==> src/hdl/sparse_negacyclic_moment_binner_macros.svh <==
// assertion macros shared by the moment binner rtl
`ifndef SPARSE_NEGACYCLIC_MOMENT_BINNER_MACROS_SVH
`define SPARSE_NEGACYCLIC_MOMENT_BINNER_MACROS_SVH
`ifndef NO_ASSERTIONS
`define SNMB_ASSERT_IMP(lbl, ante, cons) \
  lbl: assert property (@(posedge clk) disable iff (!rst_n) (ante) |-> (cons)) \
    else $error("snmb assertion failed");
`define SNMB_ASSERT_NXT(lbl, ante, cons) \
  lbl: assert property (@(posedge clk) disable iff (!rst_n) (ante) |=> (cons)) \
    else $error("snmb assertion failed");
`else
`define SNMB_ASSERT_IMP(lbl, ante, cons)
`define SNMB_ASSERT_NXT(lbl, ante, cons)
`endif
`endif

==> src/hdl/snmb_pkg.sv <==
// types and constants of the moment binner
`default_nettype none
package snmb_pkg;
  localparam int SEQ_LEN    = 128;
  localparam int LAG_AW     = 7;
  localparam int HALF_LEN   = SEQ_LEN / 2;
  localparam int TERMS      = 6;
  localparam int TERM_IW    = 3;
  localparam int PAIRS      = TERMS * (TERMS - 1);
  localparam int SUP_W      = 5;
  localparam int POS_W      = 7;
  localparam int CF_W       = 3;
  localparam int LAG_W      = 8;
  localparam int ENERGY_W   = 12;
  localparam int ENERGY_MAX = 4095;
  localparam int E_LO       = 5;
  localparam int E_HI       = 81;
  localparam int BIN_W      = 5;
  localparam int MOM_W      = 22;
  localparam int MOMENT_HI  = 2000000;
  localparam int MOMENT_LO  = -2000000;
  localparam int CNT_W      = 48;
  localparam int ACC_W      = 40;
  localparam int PROD_W     = 17;
  localparam int IN_W       = 64;
  localparam int OUT_W      = 136;

  typedef logic signed [LAG_W-1:0] lag_t;
  typedef logic signed [MOM_W-1:0] mom_t;

  typedef enum logic [4:0] {
    S_IDLE, S_CLEAR, S_PAIR_RD, S_PAIR_WR, S_CHK_A, S_CHK_B, S_CHK_C, S_BIN,
    S_SCAN_A, S_SCAN_B, S_MA, S_MAW, S_MB, S_MBW, S_MT, S_MTW, S_SAT,
    S_STAT, S_STAT_W, S_DONE
  } snmb_state_t;

  typedef struct packed {
    logic             vld;
    logic [BIN_W-1:0] bin;
    mom_t             moment;
  } stat_req_t;

  typedef struct packed {
    logic             done;
    logic [CNT_W-1:0] count;
    mom_t             mn;
    mom_t             mx;
  } stat_rsp_t;

  // out-of-range coefficient codes saturate to -2..2
  function automatic logic signed [CF_W-1:0] clamp_coeff(input logic [CF_W-1:0] raw);
    logic signed [CF_W-1:0] v;
    v = $signed(raw);
    if (v < -3'sd2) return -3'sd2;
    if (v > 3'sd2) return 3'sd2;
    return v;
  endfunction
endpackage
`default_nettype wire

==> src/hdl/snmb_ram.sv <==
// generic single-write, single-read ram with registered read data
`default_nettype none
module snmb_ram #(
  parameter int WIDTH = 8,
  parameter int DEPTH = 128,
  parameter int AW    = (DEPTH > 1) ? $clog2(DEPTH) : 1
) (
  input  wire logic             clk,
  input  wire logic             we,
  input  wire logic [AW-1:0]    waddr,
  input  wire logic [WIDTH-1:0] wdata,
  input  wire logic [AW-1:0]    raddr,
  output logic      [WIDTH-1:0] rdata
);
  logic [WIDTH-1:0] mem [DEPTH];

  // write port and registered read port
  always_ff @(posedge clk) begin
    if (we) begin
      mem[waddr] <= wdata;
    end
    rdata <= mem[raddr];
  end
endmodule
`default_nettype wire

==> src/hdl/snmb_bin_stats.sv <==
// per-bin count, minimum and maximum kept in a ram with valid bits
`default_nettype none
`include "sparse_negacyclic_moment_binner_macros.svh"
module snmb_bin_stats #(
  parameter int BINS = 20
) (
  input  wire logic               clk,
  input  wire logic               rst_n,
  input  wire snmb_pkg::stat_req_t req,
  output snmb_pkg::stat_rsp_t     rsp
);
  import snmb_pkg::*;
  localparam int AW = (BINS > 1) ? $clog2(BINS) : 1;
  localparam int SW = CNT_W + 2 * MOM_W;

  logic [BINS-1:0]  vld_r;
  logic             pend_r;
  logic [AW-1:0]    idx_r;
  mom_t             mom_r;
  logic [SW-1:0]    rdata;
  logic [SW-1:0]    wdata;
  logic [CNT_W-1:0] old_cnt, new_cnt;
  mom_t             old_mn, old_mx, new_mn, new_mx;
  logic             done_r;
  logic [CNT_W-1:0] cnt_r;
  mom_t             mn_r, mx_r;

  snmb_ram #(.WIDTH(SW), .DEPTH(BINS), .AW(AW)) u_tab (
    .clk   (clk),
    .we    (pend_r),
    .waddr (idx_r),
    .wdata (wdata),
    .raddr (AW'(req.bin)),
    .rdata (rdata)
  );

  // read-modify-write of one entry; untouched entries read as reset values
  always_comb begin
    if (vld_r[idx_r]) begin
      old_cnt = rdata[SW-1 -: CNT_W];
      old_mn  = rdata[2*MOM_W-1 -: MOM_W];
      old_mx  = rdata[MOM_W-1:0];
    end else begin
      old_cnt = '0;
      old_mn  = MOM_W'(MOMENT_HI);
      old_mx  = MOM_W'(MOMENT_LO);
    end
    new_cnt = (&old_cnt) ? old_cnt : old_cnt + CNT_W'(1);
    new_mn  = (mom_r < old_mn) ? mom_r : old_mn;
    new_mx  = (mom_r > old_mx) ? mom_r : old_mx;
    wdata   = {new_cnt, new_mn, new_mx};
  end

  // control
  always_ff @(posedge clk) begin
    if (!rst_n) begin
      vld_r  <= '0;
      pend_r <= 1'b0;
      done_r <= 1'b0;
    end else begin
      pend_r <= req.vld;
      done_r <= pend_r;
      if (pend_r) begin
        vld_r[idx_r] <= 1'b1;
      end
    end
  end

  // payload
  always_ff @(posedge clk) begin
    if (req.vld) begin
      idx_r <= AW'(req.bin);
      mom_r <= req.moment;
    end
    if (pend_r) begin
      cnt_r <= new_cnt;
      mn_r  <= new_mn;
      mx_r  <= new_mx;
    end
  end

  assign rsp = '{done: done_r, count: cnt_r, mn: mn_r, mx: mx_r};

  `SNMB_ASSERT_NXT(a_req_pend, req.vld, pend_r)
  `SNMB_ASSERT_NXT(a_pend_done, pend_r, done_r && vld_r[idx_r])
  `SNMB_ASSERT_IMP(a_min_le_max, done_r, mn_r <= mx_r)
endmodule
`default_nettype wire

==> config.mk <==
export PLATFORM = sky130hd
export DESIGN_NAME = snmb_bin_stats
export DESIGN_NICKNAME = d
export VERILOG_FILES = /design/src/hdl/snmb_pkg.sv /design/src/hdl/snmb_ram.sv /design/src/hdl/snmb_bin_stats.sv
export VERILOG_INCLUDE_DIRS = /design/src /design/src/hdl
export SDC_FILE = /design/constraint.sdc
export NUM_CORES = 2
export LEC_CHECK = 0
export BUFFER_PORTS_ARGS = -buffer_cell sky130_fd_sc_hd__buf_2
export CORE_MARGIN = 2
export CORE_UTILIZATION = 62
export DETAILED_ROUTE_END_ITERATION = 12
export PLACE_DENSITY_LB_ADDON = 0.3
export SLEW_MARGIN = 20
export SYNTH_ARGS = -nofsm -noshare
export SYNTH_HDL_FRONTEND = slang
export SYNTH_SLANG_ARGS = --single-unit
==> constraint.sdc <==
create_clock -name clk -period 8.44 [get_ports clk]
set_input_delay 0.844 -clock clk [delete_from_list [all_inputs] [get_ports clk]]
set_output_delay 0.844 -clock clk [all_outputs]
set_load 0.05 [all_outputs]
After elaboration in Yosys (flattened, before gate mapping) --
Memories as Yosys holds them, arrays and structs flattened. A register that Yosys moved wholly into a read port is not among the register bits. Cells that the tools add are included. W data, S select, Z words.
Storage, ports and cells: bits in registers 141, memory bits (writable) 1840, output and inout port bits 93, word-level logic and storage cells 29, memories 1
Operators by class: add/subtract/negate cells 1, magnitude comparators 4, multiplexer cells 12, bitwise gates (word level) 1, reduce and logical (&&, ||, !) cells 2
Memories:
- u_tab.mem | depth 20, width 92, read ports 1, clocked after Yosys merged registers in 1, wr ports 1, line snmb_ram.sv:15 | logic [WIDTH-1:0] mem [DEPTH];
Operators by type and width (count):
- $mux W48 | 2
- $mux W22 | 4
- $add A48 B1 Y48 const B | 1
- $reduce_and A48 Y1 | 1
- $gt A22 B22 Y1 | 1
- $lt A22 B22 Y1 | 1
- $or A20 B20 Y20 | 1
- $lt A5 B6 Y1 const B | 1
- $bmux W1 S5 | 1
- $demux W1 S5 | 1
- $ge A5 B1 Y1 const B | 1
- $mux W1 | 4
- $logic_and A1 B1 Y1 | 1

Logic depth before layout (Yosys ltp) --
depth in word-level cells 5, mapped depth 16, gate-level depth less buffers 12

Cells and area by module --
Synthesis repeated with hierarchy kept, for this count alone.
Second synthesis, totals: cell total of the unflattened synthesis 4403, area, all modules 79657.6 sq um
Modules (own cells, without submodules):
- snmb_ram | instances 1, cells each 3747, area each 72155.5 sq um, sequential area each 57094.8 sq um
- snmb_bin_stats | instances 1, cells each 656, area each 7502.2 sq um, sequential area each 4013.8 sq um

Worst setup path before layout --
No wires, ideal clock.
path type register to register, start register pend_r, end memory u_tab.mem[3][0] in the netlist's numbering (enable), library setup time 0.545 ns, arrival time 6.926 ns, data required time 7.895 ns, slack 0.969 ns, cell stages (with the launch flop) 3, buffers on the path 0, period minus slack after synthesis 7.471 ns, cells stage by stage dfxtp_1 -> nand3_1 -> nor2_1
On the way: word-level cells in the longest chain between the ends 2
Ends and longest elaborated chain:
- start, declared | line snmb_bin_stats.sv:17 | logic pend_r;
- start signal, assigned | line snmb_bin_stats.sv:61 | pend_r <= req.vld;
- $mux W1 | line snmb_ram.sv:19 | if (we) begin
- $mux W1 (implied by the code) | line snmb_ram.sv:20 | mem[waddr] <= wdata;
- end, declared | line snmb_ram.sv:15
Every way passes these cells.

Final worst setup path --
start register idx_r[2], end memory u_tab.mem[0][35] in the netlist's numbering (data pin)
On the way: word-level cells in the longest chain between the ends 5
Ends and longest elaborated chain:
- start, declared | line snmb_bin_stats.sv:18 | logic [AW-1:0] idx_r;
- start signal, assigned | line snmb_bin_stats.sv:72 | idx_r <= AW'(req.bin);
- $bmux W1 S5 (*) | line snmb_bin_stats.sv:39 | if (vld_r[idx_r]) begin
- $mux W1 (implied by the code) (*) | line snmb_bin_stats.sv:39
- $mux W22 (*) | line snmb_bin_stats.sv:39
- $lt A22 B22 Y1 | line snmb_bin_stats.sv:49 | new_mn = (mom_r < old_mn) ? mom_r : old_mn;
- $mux W22 (*) | line snmb_bin_stats.sv:49
- net new_mn[13] | line snmb_bin_stats.sv:23 | mom_t old_mn, old_mx, new_mn, new_mx;
Mark *: on every way through the listed nets, which the timed path passes. The rest lies on a longest branch. The select of a mux whose other input is x is not followed.

==> implementation parameters <==
Parameter                              Value

STA
  Post-layout minimum cycle time ... 6320 ps
  Post-route worst hold slack ... 193 ps
  Least setup slack across all paths after layout ... 2120 ps
  Final period util ... around three quarters
  Number of hold violations in the final report ... 0
  Number of pins exceeding their max-slew limit in the final report ... 0
  Maximum clock frequency ... 0.158 GHz
  Setup repair after global routing missed its margin ... no
  Slew of the pin with the lowest slew margin ... about 1200 ps
  Slew Limit Headroom ... between 20 and 25%
  Final setup violating endpoints ... 0
  Post-route setup TNS ... 0 ps
  Clock skew ... roughly 26 ps

Pwr
  Sum of internal, switching and leakage power ... 21.7 mW
  Net switching power ... 4.72 mW
  Net switching share of the total power ... 21.8%
  Leakage Power ... 28.5 nW
  Power density of the placed cells ... 244 mW/mm^2
  Clock share of power ... between 40% and 50%
  Share of total power in combinational logic ... 6.0%
  Worst vdd ir ... 0.308 mV
  Flop pwr share ... 53.8%
  Design internal power ... 17.0 mW

CTS
  Number of sinks on the clock net ... 2,073
  Post-CTS clock slew at the launch and capture registers of the worst setup and hold paths ... 60 ps
  Buffers from clock root to sink, at most ... 3
  Clock buffers created by TritonCTS ... 195
  TritonCTS clock tree ... done
  # resized after CTS ... 0
  Post-cts hold buffer count ... 0
  Clock tree root buffer cell ... clkbuf_16
  Clk_lat worst skew ... 830 ps
  Deepest level of the CTS H-tree ... 4
  Number of buffers added for setup after CTS ... 0

Logic synthesis
  Top cell type by total area after synthesis ... edfxtp_1
  Total of warnings raised by yosys ... 0
  Number of flops mapped to enable cells by yosys ... 1,959
  Library cells used by synthesis ... 63
  Prevailing post-synth register cell ... edfxtp_1
  Async set-or-reset flop fraction in the synthesized netlist ... 0%
  Synth Area per Inst ... 23.0 sq um
  Largest cells by area after synthesis ... edfxtp_1, mux4_2, dfxtp_1, mux2_2, ha_1
  Nets in the synthesized netlist ... ~3,500
  Sequential area share after synthesis ... 77.4%
  Fraction of synthesized cell area taken by the top area cell type ... roughly three quarters
  Number of storage elements in the synthesis netlist ... 2,073
  Combined area of all synthesized cells ... 0.0790 sq mm
  Post-Synthesis Cells ... ~3,400

Die
  Ports ... between 100 and 150
  Floorplan row count ... 130
  Vert. Die Dim ... 361 um
  Effective utilization at floorplan ... 62.6%
  Standard cell core area ... 0.126 sq mm
  Die footprint ... around 0.13 sq mm
  Overall die width ... roughly 360 um

Job
  Number of max-cap violations ... 0

Hold path
  Worst hold-check path type ... primary input to flop
  Worst hold start ... req[1]
  Hold path endpoint ... mom_r[1]
  Instance count along the most critical hold path ... 1

Critical path
  Slack of the worst reg-to-reg path ... 2120 ps
  Length in cells of the worst reg-to-reg path ... 12
  Startpoint of the most critical setup path ... idx_r[2]
  Worst reg2reg path startpoint ... idx_r[2]
  Critical-path maximum fanout ... 29
  Type of origin of the critical path ... flop
  Required time of the critical path ... 8900 ps
  Worst r2r dst ... u_tab.mem[0][35]
  CP Capture Type ... flop
  Arrival @ worst endpoint ... 6780 ps
  Worst Setup Path Type ... flop to flop

Placement
  HPWL Detailed ... 92.3 mm
  Post-Place Setup Slack ... 2370 ps
  Last weighted congestion value of the routability-driven placer ... 0.922
  PortBufs ... 122

Route
  Final routed wire length divided by cell count ... 34.6 um
  Vias post-DR ... a little under 40,000
  Mean number of vias per cell ... 6.98
  Post-detailed-route count of antenna-violating nets ... 0
  Total detailed-routing wirelength ... 192 mm
  First drt pass iteration count ... 6
  Initial DRC Count ... 5,803
  Number of DRC violations after detailed routing ... 0

Cells and area
  Final core utilization ... 70.5%
  Diode insertion count for antenna repair ... 0
  Area growth from synthesis to layout ... 12.6%
  Number of fillers in the final layout ... around 7,000
  Share of layout cells above drive strength 1 ... about a third
  Net count, final ... roughly 3,800

GRT
  Wire length of the first global-routing pass ... between 200 and 300 mm
  Total routing usage reported by global routing ... 30.0%
  Grt ovf ... 0
  Vias in the first global route ... 39,315
  Pin count of the biggest net entering global routing ... about 120
  Number of antenna violations at the first check in global routing ... 4

Run status
  Outcome ... finished clean
[power by group through the flow]
| stage | clock, mW | combinational (mW) | sequential, mW |
|---|---|---|---|
| after global routing | 9.18 | 1.39 | 11.7 |
| final | 8.70 | 1.31 | 11.7 |
| after CTS | 8.81 | 1.29 | 11.7 |
| after detailed placement | 0 | 1.28 | 11.9 |
| after global placement | 0 | 1.22 | 11.9 |
| after floorplan | 0 | 0.771 | 11.9 |
[registers in the layout, indices dropped and copies added (netlist names)]
name         count
u_tab.mem     1840
u_tab.rdata     92
cnt_r           48
mn_r            22
mom_r           22
mx_r            22
vld_r           20
idx_r            5
done_r           1
pend_r           1
[final cells by class]
| cell class | instances | area [sq um] | share of cell area (%) |
|---|---|---|---|
| Tap cell | 1650 | 2060 | 2.32 |
| Inverter | 37 | 139 | 0.156 |
| Clock inverter | 117 | 1160 | 1.30 |
| Multi-Input combinational cell | 1166 | 17400 | 19.6 |
| Sequential cell | 2073 | 61100 | 68.7 |
| Clock buffer | 252 | 5230 | 5.89 |
| Timing Repair Buffer | 247 | 1780 | 2.00 |
[kinds of logic after synthesis]
family	count (synthesis)	share of synthesized area, %
adder cells (fa/ha/maj)	44	0.697
XOR/XNOR	7	0.0776
flip-flops	2073	77.4
AND/OR/NAND/NOR	263	1.68
multiplexers	702	17.8
buffers and inverters	201	1.01
AO/OA/AOI/OAI	150	1.30
[cell usage after synthesis, drive strengths merged, types with 3 or more instances]
master and count:
edfxtp 1959, mux4 554, dfxtp 114, mux2 97, clkbuf 94, nand2 73
buf 70, nor2 55, mux2i 51, a21oi 46, ha 44, inv 37
nand3 29, nand4 26, o21ai 25, o21a 23, or3 15, o31ai 10
a2111o 8, a21o 8, nand2b 8, or4 8, and2 7, and4 7
nor4 7, and3 6, nor3 6, xor2 5, a2111oi 4, a211oi 4
nand3b 4, o211ai 4, nor2b 3
[through the flow]
stage | instances | area [sq um]
after floorplan | 3440 | 79000
after global placement | 5165 | 82300
after detailed placement | 5167 | 82300
after CTS | 5536 | 88700
after global routing | 5542 | 88900
final | 5542 | 88900
[layout by cell type (no fill, tap or decap), types with 17 or more instances in the layout]
cell | netlist | layout
dfxtp_1 | 114 | 113
edfxtp_1 | 1959 | 1959
inv_1 | 37 | 37
mux2i_2 | 0 | 21
clkinv_2 | 0 | 36
mux2i_1 | 51 | 27
nor2_1 | 55 | 33
clkbuf_16 | 0 | 195
ha_1 | 44 | 44
nand2_1 | 73 | 72
nor2_4 | 0 | 21
o21a_1 | 23 | 23
mux2_2 | 96 | 96
clkbuf_1 | 94 | 43
bufinv_16 | 0 | 17
a21oi_1 | 46 | 41
clkinv_1 | 0 | 38
buf_2 | 21 | 117
nand4_1 | 26 | 26
mux4_2 | 552 | 552
nand3_1 | 29 | 29
buf_4 | 2 | 110
[worst max-delay path, cell delays in order (launching register included)]
cell	delay [ps]
edfxtp_1	540
or3b_1	610
a211o_1	580
nand2_2	580
nand2_1	230
ha_1	330
nand3_1	150
or3_1	410
nor3_1	210
o21ai_0	140
o21ai_2	850
buf_4	390
mux2i_2	910
[worst max path at each step]
stage | slack [ps] | depth (start not counted) | end
CTS | 2350 | 12 | u_tab.mem[0][35]
finish | 2120 | 12 | u_tab.mem[0][35]
detailed placement | 2370 | 12 | u_tab.mem[4][26]
floorplan | 970 | 2 | u_tab.mem[3][0]
global route | 1860 | 13 | u_tab.mem[1][35]
global placement | 2550 | 12 | mx_r[19]
[per-layer routing]
layer | track usage [%] | part of all wire [%]
met1 | 41.9 | 37
met4 | 10.4 | 3.3
met3 | 5.13 | 9.7
met5 | 0 | 0.0036
met2 | 48.9 | 50
Power figures use the tool's default switching activity.
